**src/hdl/positional_insert_remove_array_assert.svh**
```systemverilog
// Assertion macros for the positional insert/remove array.
`ifndef POSITIONAL_INSERT_REMOVE_ARRAY_ASSERT_SVH
`define POSITIONAL_INSERT_REMOVE_ARRAY_ASSERT_SVH
`ifndef SYNTHESIS
`define PIR_ASSERT_SAME(label, clk, rst_n, ante, cons) \
    label: assert property (@(posedge clk) disable iff (!rst_n) (ante) |-> (cons)) \
        else $error("same-cycle check failed");
`define PIR_ASSERT_NEXT(label, clk, rst_n, ante, cons) \
    label: assert property (@(posedge clk) disable iff (!rst_n) (ante) |=> (cons)) \
        else $error("next-cycle check failed");
`else
`define PIR_ASSERT_SAME(label, clk, rst_n, ante, cons)
`define PIR_ASSERT_NEXT(label, clk, rst_n, ante, cons)
`endif
`endif

```
**src/hdl/pir_pkg.sv**
```systemverilog
// Shared types, codes and widths for the positional insert/remove array.
package pir_pkg;

    localparam int CAPACITY_DEF   = 8;
    localparam int DATA_WIDTH_DEF = 32;

    localparam int CMD_W   = 2;
    localparam int POS_W   = 4;
    localparam int WDATA_W = 32;
    localparam int STAT_W  = 2;
    localparam int RDATA_W = 32;
    localparam int COUNT_W = 4;

    typedef enum logic [CMD_W-1:0] {
        CMD_WRITE  = 2'd0,
        CMD_INSERT = 2'd1,
        CMD_REMOVE = 2'd2,
        CMD_READ   = 2'd3
    } cmd_t;

    typedef enum logic [STAT_W-1:0] {
        ST_OK    = 2'd0,
        ST_FULL  = 2'd1,
        ST_OOB   = 2'd2,
        ST_EMPTY = 2'd3
    } status_t;

    // controller to datapath
    typedef struct packed {
        logic load;   // capture the accepted item
        logic exec;   // evaluate and apply the captured command
    } dp_cmd_t;

endpackage

```
**src/hdl/pir_ctrl.sv**
```systemverilog
// Controller: accept, execute and deliver sequencing for one item at a time.
module pir_ctrl
(
    input  logic              clk,
    input  logic              rst_n,
    input  logic              in_valid,
    output logic              in_stall,
    output logic              out_valid,
    input  logic              out_stall,
    output pir_pkg::dp_cmd_t  dp_cmd
);

    typedef enum logic [1:0] {
        S_IDLE,
        S_EXEC,
        S_OUT
    } state_t;

    state_t state_reg;
    logic   in_stall_reg;
    logic   out_valid_reg;

    assign in_stall    = in_stall_reg;
    assign out_valid   = out_valid_reg;
    assign dp_cmd.load = in_valid && !in_stall_reg;
    assign dp_cmd.exec = (state_reg == S_EXEC);

    always_ff @(posedge clk or negedge rst_n)
    begin
        if (!rst_n)
        begin
            state_reg     <= S_IDLE;
            in_stall_reg  <= 1'b0;
            out_valid_reg <= 1'b0;
        end
        else
        begin
            case (state_reg)
                S_IDLE:
                begin
                    if (in_valid)
                    begin
                        state_reg    <= S_EXEC;
                        in_stall_reg <= 1'b1;
                    end
                end
                S_EXEC:
                begin
                    state_reg     <= S_OUT;
                    out_valid_reg <= 1'b1;
                end
                S_OUT:
                begin
                    if (!out_stall)
                    begin
                        state_reg     <= S_IDLE;
                        out_valid_reg <= 1'b0;
                        in_stall_reg  <= 1'b0;
                    end
                end
                default:
                begin
                    state_reg     <= S_IDLE;
                    out_valid_reg <= 1'b0;
                    in_stall_reg  <= 1'b0;
                end
            endcase
        end
    end

endmodule

```
**src/hdl/pir_dp.sv**
```systemverilog
// Datapath: command registers, element cells, fill count and result registers.
`include "positional_insert_remove_array_assert.svh"

module pir_dp
#(
    parameter int CAPACITY   = pir_pkg::CAPACITY_DEF,
    parameter int DATA_WIDTH = pir_pkg::DATA_WIDTH_DEF
)
(
    input  logic                           clk,
    input  logic                           rst_n,
    input  pir_pkg::dp_cmd_t               dp_cmd,
    input  logic [pir_pkg::CMD_W-1:0]      cmd,
    input  logic [pir_pkg::POS_W-1:0]      pos,
    input  logic [pir_pkg::WDATA_W-1:0]    write_data,
    input  logic                           append,
    input  logic                           has_data,
    output logic [pir_pkg::STAT_W-1:0]     status,
    output logic [pir_pkg::RDATA_W-1:0]    read_data,
    output logic [pir_pkg::COUNT_W-1:0]    count
);

    localparam int CNT_W = $clog2(CAPACITY + 1);
    localparam int IDX_W = $clog2(CAPACITY);
    localparam int CMP_W = (CNT_W > pir_pkg::POS_W) ? CNT_W : pir_pkg::POS_W;

    pir_pkg::cmd_t           cmd_reg;
    logic [CMP_W-1:0]        pos_reg;
    logic [DATA_WIDTH-1:0]   wdata_reg;
    logic                    app_reg;
    logic                    has_reg;
    logic [DATA_WIDTH-1:0]   cell_reg [CAPACITY];
    logic [CNT_W-1:0]        cnt_reg;
    logic [CNT_W-1:0]        cnt_next;
    pir_pkg::status_t        status_reg;
    logic [pir_pkg::RDATA_W-1:0] rdata_reg;

    pir_pkg::status_t        status_next;
    logic                    ok;
    logic [CMP_W-1:0]        cnt_x;
    logic [CMP_W-1:0]        ins_pos;
    logic [63:0]             wd_wide;
    logic [63:0]             rd_wide;
    logic [DATA_WIDTH-1:0]   up_src [CAPACITY];
    logic [DATA_WIDTH-1:0]   dn_src [CAPACITY];

    assign status    = status_reg;
    assign read_data = rdata_reg;
    assign count     = pir_pkg::COUNT_W'(cnt_reg);

    assign cnt_x   = CMP_W'(cnt_reg);
    assign ins_pos = app_reg ? cnt_x : pos_reg;
    assign wd_wide = 64'(write_data);
    assign rd_wide = 64'(cell_reg[pos_reg[IDX_W-1:0]]);

    // neighbor taps for shifting up and down
    for (genvar g = 0; g < CAPACITY; g++)
    begin : g_tap
        if (g > 0)
        begin : g_up
            assign up_src[g] = cell_reg[g-1];
        end
        else
        begin : g_up0
            assign up_src[g] = cell_reg[g];
        end
        if (g < CAPACITY - 1)
        begin : g_dn
            assign dn_src[g] = cell_reg[g+1];
        end
        else
        begin : g_dntop
            assign dn_src[g] = cell_reg[g];
        end
    end

    // checks per command: full before out of bounds for insert, empty before out of bounds for remove and read
    always_comb
    begin
        status_next = pir_pkg::ST_OK;
        case (cmd_reg)
            pir_pkg::CMD_WRITE:
            begin
                if (pos_reg >= cnt_x)
                    status_next = pir_pkg::ST_OOB;
            end
            pir_pkg::CMD_INSERT:
            begin
                if (cnt_x >= CMP_W'(CAPACITY))
                    status_next = pir_pkg::ST_FULL;
                else if (pos_reg > cnt_x)
                    status_next = pir_pkg::ST_OOB;
            end
            pir_pkg::CMD_REMOVE, pir_pkg::CMD_READ:
            begin
                if (cnt_reg == '0)
                    status_next = pir_pkg::ST_EMPTY;
                else if (pos_reg >= cnt_x)
                    status_next = pir_pkg::ST_OOB;
            end
            default:
            begin
                status_next = pir_pkg::ST_OK;
            end
        endcase
    end

    assign ok = (status_next == pir_pkg::ST_OK);

    always_comb
    begin
        cnt_next = cnt_reg;
        if (ok && cmd_reg == pir_pkg::CMD_INSERT)
            cnt_next = cnt_reg + 1'b1;
        else if (ok && cmd_reg == pir_pkg::CMD_REMOVE)
            cnt_next = cnt_reg - 1'b1;
    end

    always_ff @(posedge clk)
    begin
        if (dp_cmd.load)
        begin
            cmd_reg   <= pir_pkg::cmd_t'(cmd);
            pos_reg   <= CMP_W'(pos);
            wdata_reg <= wd_wide[DATA_WIDTH-1:0];
            app_reg   <= append;
            has_reg   <= has_data;
        end
        if (dp_cmd.exec)
        begin
            status_reg <= status_next;
            if (ok && cmd_reg == pir_pkg::CMD_READ)
                rdata_reg <= rd_wide[pir_pkg::RDATA_W-1:0];
            else
                rdata_reg <= '0;
        end
    end

    // each cell decides locally from its index
    always_ff @(posedge clk)
    begin
        if (dp_cmd.exec && ok)
        begin
            for (int i = 0; i < CAPACITY; i++)
            begin
                case (cmd_reg)
                    pir_pkg::CMD_WRITE:
                    begin
                        if (pos_reg == CMP_W'(i))
                            cell_reg[i] <= wdata_reg;
                    end
                    pir_pkg::CMD_INSERT:
                    begin
                        if (CMP_W'(i) > ins_pos && CMP_W'(i) <= cnt_x)
                            cell_reg[i] <= up_src[i];
                        else if (CMP_W'(i) == ins_pos && has_reg)
                            cell_reg[i] <= wdata_reg;
                    end
                    pir_pkg::CMD_REMOVE:
                    begin
                        if (CMP_W'(i) >= pos_reg && CMP_W'(i) < cnt_x - 1'b1)
                            cell_reg[i] <= dn_src[i];
                    end
                    default:
                    begin
                    end
                endcase
            end
        end
    end

    always_ff @(posedge clk or negedge rst_n)
    begin
        if (!rst_n)
            cnt_reg <= '0;
        else if (dp_cmd.exec)
            cnt_reg <= cnt_next;
    end

    `PIR_ASSERT_NEXT(a_fail_holds_count, clk, rst_n, dp_cmd.exec && !ok, cnt_reg == $past(cnt_reg))
    `PIR_ASSERT_NEXT(a_insert_grows, clk, rst_n, dp_cmd.exec && ok && cmd_reg == pir_pkg::CMD_INSERT, cnt_reg == $past(cnt_reg) + 1'b1)
    `PIR_ASSERT_NEXT(a_remove_shrinks, clk, rst_n, dp_cmd.exec && ok && cmd_reg == pir_pkg::CMD_REMOVE, cnt_reg == $past(cnt_reg) - 1'b1)
    `PIR_ASSERT_SAME(a_count_bound, clk, rst_n, 1'b1, CMP_W'(cnt_reg) <= CMP_W'(CAPACITY))

endmodule

```
**src/hdl/positional_insert_remove_array.sv**
```systemverilog
// Top level of the positional insert/remove array.
// Ordered store of up to CAPACITY elements; each item carries one command
// (write, insert or append, remove, read at a position) and yields one result
// with status, read element and the length after the command. One item is in
// flight at a time: an accepted item moves from the idle state, where it is
// accepted, through the execute state to the deliver state, where out_valid is
// high; the result leaves at an edge with out_stall low, and the next item is
// taken the cycle after the result leaves. in_stall rises once an item is
// accepted and stays high through execute and deliver, also under out_stall.
// The sequence is set by the controller's accept/execute/deliver states; the
// cells themselves shift in the execute state. Cell contents are not
// reset, only the fill count.
module positional_insert_remove_array
#(
    parameter int CAPACITY   = pir_pkg::CAPACITY_DEF,
    parameter int DATA_WIDTH = pir_pkg::DATA_WIDTH_DEF
)
(
    input  logic                           clk,
    input  logic                           rst_n,
    input  logic                           in_valid,
    output logic                           in_stall,
    input  logic [pir_pkg::CMD_W-1:0]      cmd,
    input  logic [pir_pkg::POS_W-1:0]      pos,
    input  logic [pir_pkg::WDATA_W-1:0]    write_data,
    input  logic                           append,
    input  logic                           has_data,
    output logic                           out_valid,
    input  logic                           out_stall,
    output logic [pir_pkg::STAT_W-1:0]     status,
    output logic [pir_pkg::RDATA_W-1:0]    read_data,
    output logic [pir_pkg::COUNT_W-1:0]    count
);

    pir_pkg::dp_cmd_t dp_cmd;

    pir_ctrl u_ctrl
    (
        .clk       (clk),
        .rst_n     (rst_n),
        .in_valid  (in_valid),
        .in_stall  (in_stall),
        .out_valid (out_valid),
        .out_stall (out_stall),
        .dp_cmd    (dp_cmd)
    );

    pir_dp
    #(
        .CAPACITY   (CAPACITY),
        .DATA_WIDTH (DATA_WIDTH)
    )
    u_dp
    (
        .clk        (clk),
        .rst_n      (rst_n),
        .dp_cmd     (dp_cmd),
        .cmd        (cmd),
        .pos        (pos),
        .write_data (write_data),
        .append     (append),
        .has_data   (has_data),
        .status     (status),
        .read_data  (read_data),
        .count      (count)
    );

endmodule
```
**config.mk**
```make
export PLATFORM = sky130hd
export DESIGN_NAME = positional_insert_remove_array
export DESIGN_NICKNAME = d
export VERILOG_FILES = /design/src/hdl/pir_pkg.sv /design/src/hdl/pir_ctrl.sv /design/src/hdl/pir_dp.sv /design/src/hdl/positional_insert_remove_array.sv
export VERILOG_INCLUDE_DIRS = /design/src /design/src/hdl
export SDC_FILE = /design/constraint.sdc
export NUM_CORES = 1
export LEC_CHECK = 0
export BUFFER_PORTS_ARGS = -buffer_cell sky130_fd_sc_hd__buf_2
export CELL_PAD_IN_SITES_DETAIL_PLACEMENT = 0
export CELL_PAD_IN_SITES_GLOBAL_PLACEMENT = 1
export CORE_MARGIN = 2
export CORE_UTILIZATION = 25
export CTS_CLUSTER_SIZE = 28
export DETAILED_ROUTE_END_ITERATION = 6
export PLACE_DENSITY = 0.45
export SLEW_MARGIN = 10
export SYNTH_ARGS = -nofsm -noshare
export SYNTH_HDL_FRONTEND = slang
export SYNTH_SLANG_ARGS = --single-unit
```
**constraint.sdc**
```tcl
create_clock -name clk -period 12 [get_ports clk]
set_input_delay 2.4 -clock clk [delete_from_list [all_inputs] [get_ports clk]]
set_output_delay 2.4 -clock clk [all_outputs]
set_load 0.02 [all_outputs]
```
Word level (Yosys, flattened, before mapping)
Memory sizes are Yosys's and may differ from the RTL's. A register that Yosys moved wholly into a read port is not among the register bits.
Index checks and enable logic that the tools add are counted.
{ "op_classes": {"n_addsub": 2, "order_cmp": 35, "eq_ne": 21, "n_mux": 175, "bitwise_logic": 26, "n_reduce_logical": 43} }
{ "ops": {"columns": ["cell", "n"], "rows": [
  ["two-way mux 32 bit", 24],
  ["two-way mux 1 bit", 138],
  ["logical AND 1 bit", 29],
  ["OR 1 bit", 24],
  ["equality test 3 x 4 -> 1 bit (first input constant)", 4],
  ["equality test 4 x 3 -> 1 bit (second input constant)", 4],
  ["greater-or-equal comparator 3 x 4 -> 1 bit (first input constant)", 4],
  ["> comparator 3 x 4 -> 1 bit (first input constant)", 4],
  ["less-or-equal comparator 3 x 4 -> 1 bit (first input constant)", 4],
  ["less-than comparator 3 x 4 -> 1 bit (first input constant)", 4],
  ["zero test 4 bit", 3],
  ["two-way mux 2 bit", 6],
  ["two-way mux 4 bit", 3],
  ["one-hot mux 2 bit (3 select lines)", 2],
  ["equality test 2 x 4 -> 1 bit (first input constant)", 2],
  ["equality test 4 x 2 -> 1 bit (second input constant)", 2],
  ["greater-or-equal comparator 1 x 4 -> 1 bit (first input constant)", 2],
  ["greater-or-equal comparator 2 x 4 -> 1 bit (first input constant)", 2],
  ["> comparator 1 x 4 -> 1 bit (first input constant)", 2],
  ["> comparator 2 x 4 -> 1 bit (first input constant)", 2],
  ["less-or-equal comparator 1 x 4 -> 1 bit (first input constant)", 2],
  ["less-or-equal comparator 2 x 4 -> 1 bit (first input constant)", 2],
  ["less-than comparator 1 x 4 -> 1 bit (first input constant)", 2],
  ["less-than comparator 2 x 4 -> 1 bit (first input constant)", 2],
  ["18 further kinds", 29]
]} }
{ "totals": {"reg_bits": 50, "ram_bits": 256, "in_bits": 44, "output_inout_bits": 40, "elab_cells": 313, "memories": 1} }
{ "mem_list": {"columns": ["name", "depth", "word_bits", "rd", "rd_clocked_by_memory_dff", "wr", "line_no", "source"], "rows": [
  ["u_dp.cell_reg", 8, 32, 9, 1, 8, "pir_dp.sv:32", "logic [DATA_WIDTH-1:0] cell_reg [CAPACITY];"]
]} }

Logic depth before layout (Yosys ltp)
Gate-level depths: netlist (run 1).
{ "depth": {"word_depth": 11, "mapped_depth": 13, "mapped_depth_nobuf": 8} }

Cells and area by module
Synthesis (run 1) repeated with hierarchy kept, for this count alone.
{ "hier_totals": {"hier_cells": 1294, "hier_area_um2": 18771.8} }
{ "by_module_without_submodules": {"columns": ["module", "n_inst", "cells_each", "area_per_inst_um2", "seq_area_each_um2"], "rows": [
  ["pir_dp", 1, 1278, 18601.6, 10009.6],
  ["pir_ctrl", 1, 16, 170.2, 100.1]
]} }

Worst setup path after synthesis (run 1)
OpenSTA, ideal clock, no wires.
{ "synth_timing": {"path_type": "register to register", "start": "register u_dp.pos_reg[0]", "end": "memory u_dp.cell_reg[1][0] in the netlist's numbering (enable)", "setup_time_ps": 466, "arrival_ps": 4614, "required_ps": 11534, "setup_slack_ps": 6921, "path_stages_with_launch": 9, "path_buffers": 2, "synth_period_minus_slack_ps": 5079, "path_cell_list": "edfxtp_1 clkbuf_1 buf_1 inv_1 ha_1 nand2b_1 a2111oi_4 o31ai_1 o21ai_0"} }
{ "synth_rtl": {"columns": ["item", "line_no", "source"], "rows": [
  ["start, declared", "pir_dp.sv:28", "logic [CMP_W-1:0] pos_reg;"],
  ["start signal, assigned", "pir_dp.sv:124", "pos_reg <= CMP_W'(pos);"],
  ["end, declared", "pir_dp.sv:32", null]
]} }

==> flow_metrics.py, run 1 <==
metrics = {
    "setup_path": {
        "setup.worst_path.class": "flip-flop to flip-flop",
        "crit_required_ps": 12220,
        "critical_path_arrival_ps": 5040,
        "end_kind": "flip-flop",
        "crit_start": "u_dp.pos_reg[2]$_DFFE_PP_",
        "path_max_fanout": 40,
        "regToRegStartpoint": "u_dp.pos_reg[2]$_DFFE_PP_",
        "cp_slowest_stage_delay_ps": 670,
        "reg2reg_setup_slack_ps": 7180,
        "critPathCapture": "u_dp.cell_reg[3][20]$_DFFE_PP_",
        "crit_top_cell": "buf_4",
        "cp_slowest_cell": "buf_4",
        "reg2regPathDepth": 9,
        "worstPathCellList": "buf_4 -> ha_1 -> o21a_1 -> nor2_1 -> o31a_2 -> and4b_2 -> buf_4 -> nand3b_1 -> buf_4",
        "r2r-end": "u_dp.cell_reg[3][20]$_DFFE_PP_",
        "crit_path_start_kind": "flip-flop",
    },
    "clock_tree": {
        "clock_latency_ps": 590,
        "clk_path_buf_depth": 3,
        "cts_resized": 0,
        "cts_htree_levels": 2,
        "path_clk_slew_ps": 50,
        "cts_made_buffers": 44,
        "cts_setup_buffers": 0,
        "root_buffer": "clkbuf_16",
        "hold_buffers": 0,
        "cts_tree": "done",
        "cts.sinks": 338,
    },
    "floorplan": {
        "rows": 98,
        "io_pins": 84,
        "core-area_um2": 71400,
        "die_w_um": 272,
        "dieArea_um2": 74200,
        "start_util": 0.253,
        "dieHeight_um": 272,
    },
    "worst_hold_path": {
        "hold_path.class": "flip-flop to flip-flop",
        "whs_path_depth": 1,
    },
    "route": {
        "drc": 0,
        "vias_per_cell": 4.81,
        "detail-route-antenna-nets": 0,
        "drt_iter0_drc": 725,
        "postRouteWirelength_mm": 55.7,
        "vias": 11600,
        "dr.pass1.iters": 4,
        "wl_per_cell_um": 23.1,
    },
    "layout": {
        "area_growth_pct": 15.2,
        "num-nets-final": 1476,
        "final_cell_area_um2": 20800,
        "largest_reg_flops": 256,
        "drive_gt1_frac": 0.239,
    },
    "sta": {
        "worstMarginPinSlew_ps": 1030,
        "grt_setup_unrepaired": "no",
        "finClkSkew_ps": 22.7,
        "min_period_ps": 4820,
        "setup_violations": 0,
        "max_clock_freq_mhz": 208,
        "relSlewSlack": 0.313,
        "hold_viol_final": 0,
        "final.period_utilization": 0.401,
        "finalSetupTns_ps": 0,
        "drv_slew": 0,
    },
    "power_and_ir_drop": {
        "p_int_mw": 2.43,
        "peakVddDrop_v": 0.0000827,
        "leakagePower_nw": 7.29,
        "p_switching_mw": 1.07,
        "power.density_nw_per_um2": 169,
        "pwr-share-seq": 0.438,
        "clockPowerShare": 0.361,
        "p_total_mw": 3.50,
        "p_comb_frac": 0.201,
        "power_switching_share": 0.305,
    },
    "global_route": {
        "antenna_found_initial": 1,
        "grt_pass1_wl_mm": 83.8,
        "grtUsageTotal": 0.151,
        "grt_overflow": 0,
        "grt_max_degree": 66,
        "grt_pass1_vias": 12300,
    },
    "synth": {
        "seq_area_frac_synth": 0.561,
        "synth.distinct_cells": 56,
        "netlist_instances": 1369,
        "synth_edf_count": 330,
        "async_flop_share": 0.0237,
        "synth_seq_cells": 338,
        "ys_warn_count": 0,
        "ys.flop_type": "edfxtp_1",
        "syn-cell-area_um2": 18000,
        "syn_nets": 1421,
        "avgSynthCellArea_um2": 13.2,
    },
    "placed_design": {
        "dpl_cell_area_um2": 19400,
        "gp_congestion": 0.768,
        "dpl.hpwl_mm": 32.5,
        "io_buffers": 83,
    },
    "job": {
        "drv_cap": 0,
    },
    "outcome": {
        "outcome": "finished, final reports clean",
    },
}
## placed cells by master (no fill, tap or decap), types with 3 or more instances in the layout
cell	netlist	final
a31oi_1	36	36
buf_2	37	83
dfrtp_1	8	8
inv_1	10	9
clkinv_1	0	10
nor3b_1	3	3
clkbuf_1	38	12
nor3_1	6	6
clkinv_2	0	9
o21ai_0	45	44
nor3_4	3	3
mux4_2	64	64
nand3_1	13	6
a21oi_1	103	102
edfxtp_1	330	330
nand3_2	1	6
o21a_1	3	3
o31ai_1	3	3
nor2b_1	5	4
mux2i_1	163	163
nand2b_1	7	7
mux2_1	45	45
buf_4	7	27
mux2_2	83	83
nand2_1	111	109
nor2_1	176	176
clkbuf_16	0	45
ha_1	8	8
and2_1	3	3
## per-stage QoR
stage,instances,util,hold WS (ps),setup slack [ps]
global placement,2328,0.272,492,7150
finish,2409,0.291,488,7180
CTS,2408,0.291,493,7080
floorplan,1369,-,443,6920
global route,2408,0.291,518,6910
detailed placement,2328,0.272,475,7110
## worst min-delay path by stage
stage	slack (ps)	to	startpoint
after floorplan	440	u_ctrl.state_reg[0]$_DFFE_PN0P_	u_ctrl.state_reg[1]$_DFFE_PN0P_
after global placement	490	u_ctrl.state_reg[0]$_DFFE_PN0P_	u_ctrl.state_reg[1]$_DFFE_PN0P_
after detailed placement	470	u_ctrl.state_reg[0]$_DFFE_PN0P_	u_ctrl.state_reg[1]$_DFFE_PN0P_
after CTS	490	u_ctrl.state_reg[0]$_DFFE_PN0P_	u_ctrl.state_reg[1]$_DFFE_PN0P_
after global routing	520	u_ctrl.state_reg[0]$_DFFE_PN0P_	u_ctrl.state_reg[1]$_DFFE_PN0P_
final	490	u_ctrl.state_reg[0]$_DFFE_PN0P_	u_ctrl.state_reg[1]$_DFFE_PN0P_
## layout make-up
| class | count | area (µm²) |
|---|---|---|
| Sequential cell | 338 | 10100 |
| Multi-Input combinational cell | 920 | 7470 |
| Fill cell | 7311 | 50600 |
| Antenna cell | 1 | 2.50 |
| Inverter | 10 | 37.5 |
| Timing Repair Buffer | 110 | 618 |
| Tap cell | 950 | 1190 |
| Clock buffer | 57 | 1170 |
| Clock inverter | 23 | 160 |
## layer usage
layer | GRT usage | share of wire | vias up
li1 | - | - | 5347
met1 | 0.210 | 0.47 | 5942
met3 | 0.0258 | 0.036 | 70
met2 | 0.244 | 0.47 | 237
met4 | 0.0385 | 0.020 | 0
met5 | 0 | 0 | -
## cell families after synthesis
| logic type | Yosys count | share of synthesized area |
|---|---|---|
| simple gates | 343 | 0.0808 |
| xor+xnor | 2 | 0.000972 |
| mux | 355 | 0.251 |
| fa+ha+maj | 8 | 0.00556 |
| flops | 338 | 0.561 |
| compound gates | 212 | 0.0702 |
| buf+inv | 111 | 0.0309 |
## worst max-delay path, delay by kind of cell (launching register included)
family                   cells  cell delay (ps)
AND/OR/NAND/NOR              3             1230
buffers and inverters        3             1760
adder cells (fa/ha/maj)      1              390
AO/OA/AOI/OAI                2              700
flip-flops                   1              320
## synthesized netlist by cell type (3+ instances only)
library cell  number  share of area
nor2_1           176          0.037
buf_1             10         0.0021
nor3_4             3         0.0027
o21a_1             3         0.0012
inv_1             10         0.0021
a21oi_1          103          0.029
ha_1               8         0.0056
buf_6              9         0.0056
dfrtp_1            8          0.011
nand2_1          111          0.023
buf_4              7         0.0029
nor3_1             6         0.0017
mux2_2            83          0.052
buf_2             37          0.010
o31ai_1            3         0.0012
nand2b_1           7         0.0024
and2_1             3         0.0010
mux2_1            45          0.028
and3_1             3         0.0010
nor3b_1            3         0.0012
clkbuf_1          38         0.0079
o21ai_0           45          0.012
nand3_1           13         0.0036
edfxtp_1         330           0.55
mux2i_1          163          0.091
mux4_2            64          0.080
nor2b_1            5         0.0017
a31oi_1           36          0.012
## power by group through the flow
stage                     combinational, mW  sequential [mW]  clock [mW]
final                                 0.703             1.53        1.27
after global routing                  0.779             1.55        1.36
after CTS                             0.722             1.53        1.32
after detailed placement              0.720             1.55           0
after global placement                0.718             1.56           0
after floorplan                       0.453             1.56           0
Power figures use the tool's default switching activity.
==> inputs of run 2 (changes only) <==
--- a/config.mk
+++ b/config.mk
@@ -13,7 +13,7 @@
 export CORE_UTILIZATION = 25
 export CTS_CLUSTER_SIZE = 28
 export DETAILED_ROUTE_END_ITERATION = 6
-export PLACE_DENSITY = 0.45
+export PLACE_DENSITY = 0.46
 export SLEW_MARGIN = 10
 export SYNTH_ARGS = -nofsm -noshare
 export SYNTH_HDL_FRONTEND = slang
==> constraint.sdc (replaced) <==
create_clock -name clk -period 4.3 [get_ports clk]
set_input_delay 0.86 -clock clk [delete_from_list [all_inputs] [get_ports clk]]
set_output_delay 0.86 -clock clk [all_outputs]
set_load 0.02 [all_outputs]
==> run 2 against run 1 <==
  * Clock skew is 13 ps lower
  * Sequential share of layout area decreased by 0.79 points
  * Critical path depth shrank 1
  * Via count up 1.1%
  * Combinational power increased to 2.9 times the previous value
  * Die area unchanged
  * Cell count rose by 0.79%
  * Worst setup slack lost 6300 ps
  * Critical endpoint is now u_dp.cell_reg[6][17]$_DFFE_PP_
  * Highest routed layer is now met5
==> flow_metrics.py, run 2 (same netlist as run 1, synthesis figures left out) <==
metrics = {
    "outcome": {
        "outcome": "finished, final reports clean",
    },
    "power_and_ir_drop": {
        "power.density_nw_per_um2": 467,
        "peakVddDrop_v": 0.000209,
        "leakagePower_nw": 7.44,
    },
    "sta": {
        "finalWorstSetupSlack_ps": 855,
        "max_clock_freq_mhz": 290,
        "drv_slew": 0,
        "grt_setup_unrepaired": "no",
        "finalSetupTns_ps": 0,
        "relSlewSlack": 0.284,
        "worstMarginPinSlew_ps": 1070,
        "hold_viol_final": 0,
        "final.period_utilization": 0.801,
        "min_period_ps": 3440,
        "setup_violations": 0,
        "finClkSkew_ps": 9.88,
    },
    "placed_design": {
        "dp_cells": 2347,
        "gp_congestion": 0.757,
        "dpl_cell_area_um2": 19700,
        "pre_cts_slack_ps": 846,
        "dpl.hpwl_mm": 33.1,
        "io_buffers": 83,
    },
    "clock_tree": {
        "hold_buffers": 0,
        "cts_made_buffers": 44,
        "clock_latency_ps": 580,
        "cts_resized": 0,
        "cts.sinks": 338,
        "cts_htree_levels": 2,
        "root_buffer": "clkbuf_16",
        "cts_tree": "done",
        "clk_path_buf_depth": 3,
        "cts_setup_buffers": 0,
        "path_clk_slew_ps": 60,
    },
    "layout": {
        "post_layout_nonfiller_instances": 2428,
        "largest_reg_flops": 256,
        "num-nets-final": 1495,
        "final_cell_area_um2": 21100,
        "final_common_cell": "edfxtp_1",
        "finalCoreUtilization": 0.296,
        "area_growth_pct": 17.1,
        "layout_common_cells": "edfxtp_1 (330), nor2_1 (176), mux2i_1 (163)",
        "drive_gt1_frac": 0.245,
    },
    "global_route": {
        "grtUsageTotal": 0.155,
        "grt_pass1_vias": 12400,
        "grt_max_degree": 74,
        "grt_pass1_wl_mm": 84.8,
        "grt_overflow": 0,
        "antenna_found_initial": 3,
    },
    "worst_hold_path": {
        "hold_path.class": "primary input to asynchronous set/reset pin",
    },
    "setup_path": {
        "r2r-end": "u_dp.cell_reg[6][17]$_DFFE_PP_",
        "reg2reg_setup_slack_ps": 860,
        "crit_path_start_kind": "flip-flop",
        "path_max_fanout": 25,
        "setup.worst_path.class": "flip-flop to flip-flop",
        "reg2regPathDepth": 8,
        "crit_required_ps": 4560,
        "critical_path_arrival_ps": 3700,
        "end_kind": "flip-flop",
        "regToRegStartpoint": "u_dp.count[1]$_DFFE_PN0P_",
    },
    "floorplan": {
        "dieHeight_um": 272,
        "dieArea_um2": 74200,
        "core-area_um2": 71400,
        "start_util": 0.253,
        "die_w_um": 272,
        "rows": 98,
        "io_pins": 84,
    },
    "route": {
        "drt_iter0_drc": 776,
        "detail-route-antenna-nets": 0,
        "dr.pass1.iters": 5,
        "vias_per_cell": 4.83,
        "vias": 11700,
        "postRouteWirelength_mm": 57.2,
        "wl_per_cell_um": 23.6,
        "drc": 0,
    },
    "job": {
        "drv_cap": 0,
    },
}
## run 2: cell count changes in the layout (fill, tap and decap cells not counted), sizes merged
cell / change
buf: +19
inv: -2
diode: +1
clkinv: -7
clkbuf: +8
## run 2: critical path, stage by stage, from the launching register on
cell and delay, ps:
dfrtp_1 530, inv_1 190, ha_1 380, a2111oi_4 500
o31a_2 300, buf_4 240, nand3_4 290, nand2_2 390
buf_12 280
## run 2: how the worst max path moves through the flow
stage / slack [ps] / cells after the start / startpoint / endpoint
global placement: 890 / 8 / u_dp.count[0]$_DFFE_PN0P_ / u_dp.cell_reg[6][28]$_DFFE_PP_
detailed placement: 850 / 8 / u_dp.count[0]$_DFFE_PN0P_ / u_dp.cell_reg[6][1]$_DFFE_PP_
global route: 610 / 9 / u_dp.count[0]$_DFFE_PN0P_ / u_dp.cell_reg[5][12]$_DFFE_PP_
CTS: 840 / 8 / u_dp.count[1]$_DFFE_PN0P_ / u_dp.cell_reg[6][17]$_DFFE_PP_
finish: 860 / 8 / u_dp.count[1]$_DFFE_PN0P_ / u_dp.cell_reg[6][17]$_DFFE_PP_
floorplan: 110 / 12 / u_dp.pos_reg[0]$_DFFE_PP_ / u_dp.cell_reg[3][0]$_DFFE_PP_
## run 2: final cells by class
type	count	area, µm²
fillers	7312	50300
flip-flops and latches	338	10100
multi-input cells	920	7470
clock buffers	65	1230
well taps	950	1190
repair buffers	129	936
clock inverters	14	121
inverters	10	37.5
diodes	2	5.00
## run 2: per-stage QoR
step | power (mW) | hold slack [ps]
2_1_floorplan | 5.62 | 443
3_3_place_gp | 6.41 | 466
3_5_place_dp | 6.42 | 456
4_1_cts | 10.1 | 80.7
5_1_grt | 10.4 | 103
6_report | 9.85 | 126
## run 2: power by group
part	internal, mW	switching, mW
combinational	0.781	1.27
sequential	4.01	0.237
clock	2.09	1.46
total	6.88	2.97
## run 2: metal layers
metal | global-route usage | part of all wire | wire [µm]
met1 | 0.211 | 0.46 | 26400
met2 | 0.254 | 0.47 | 27000
met3 | 0.0240 | 0.044 | 2500
met4 | 0.0428 | 0.022 | 1270
met5 | 0 | 0.00023 | 13
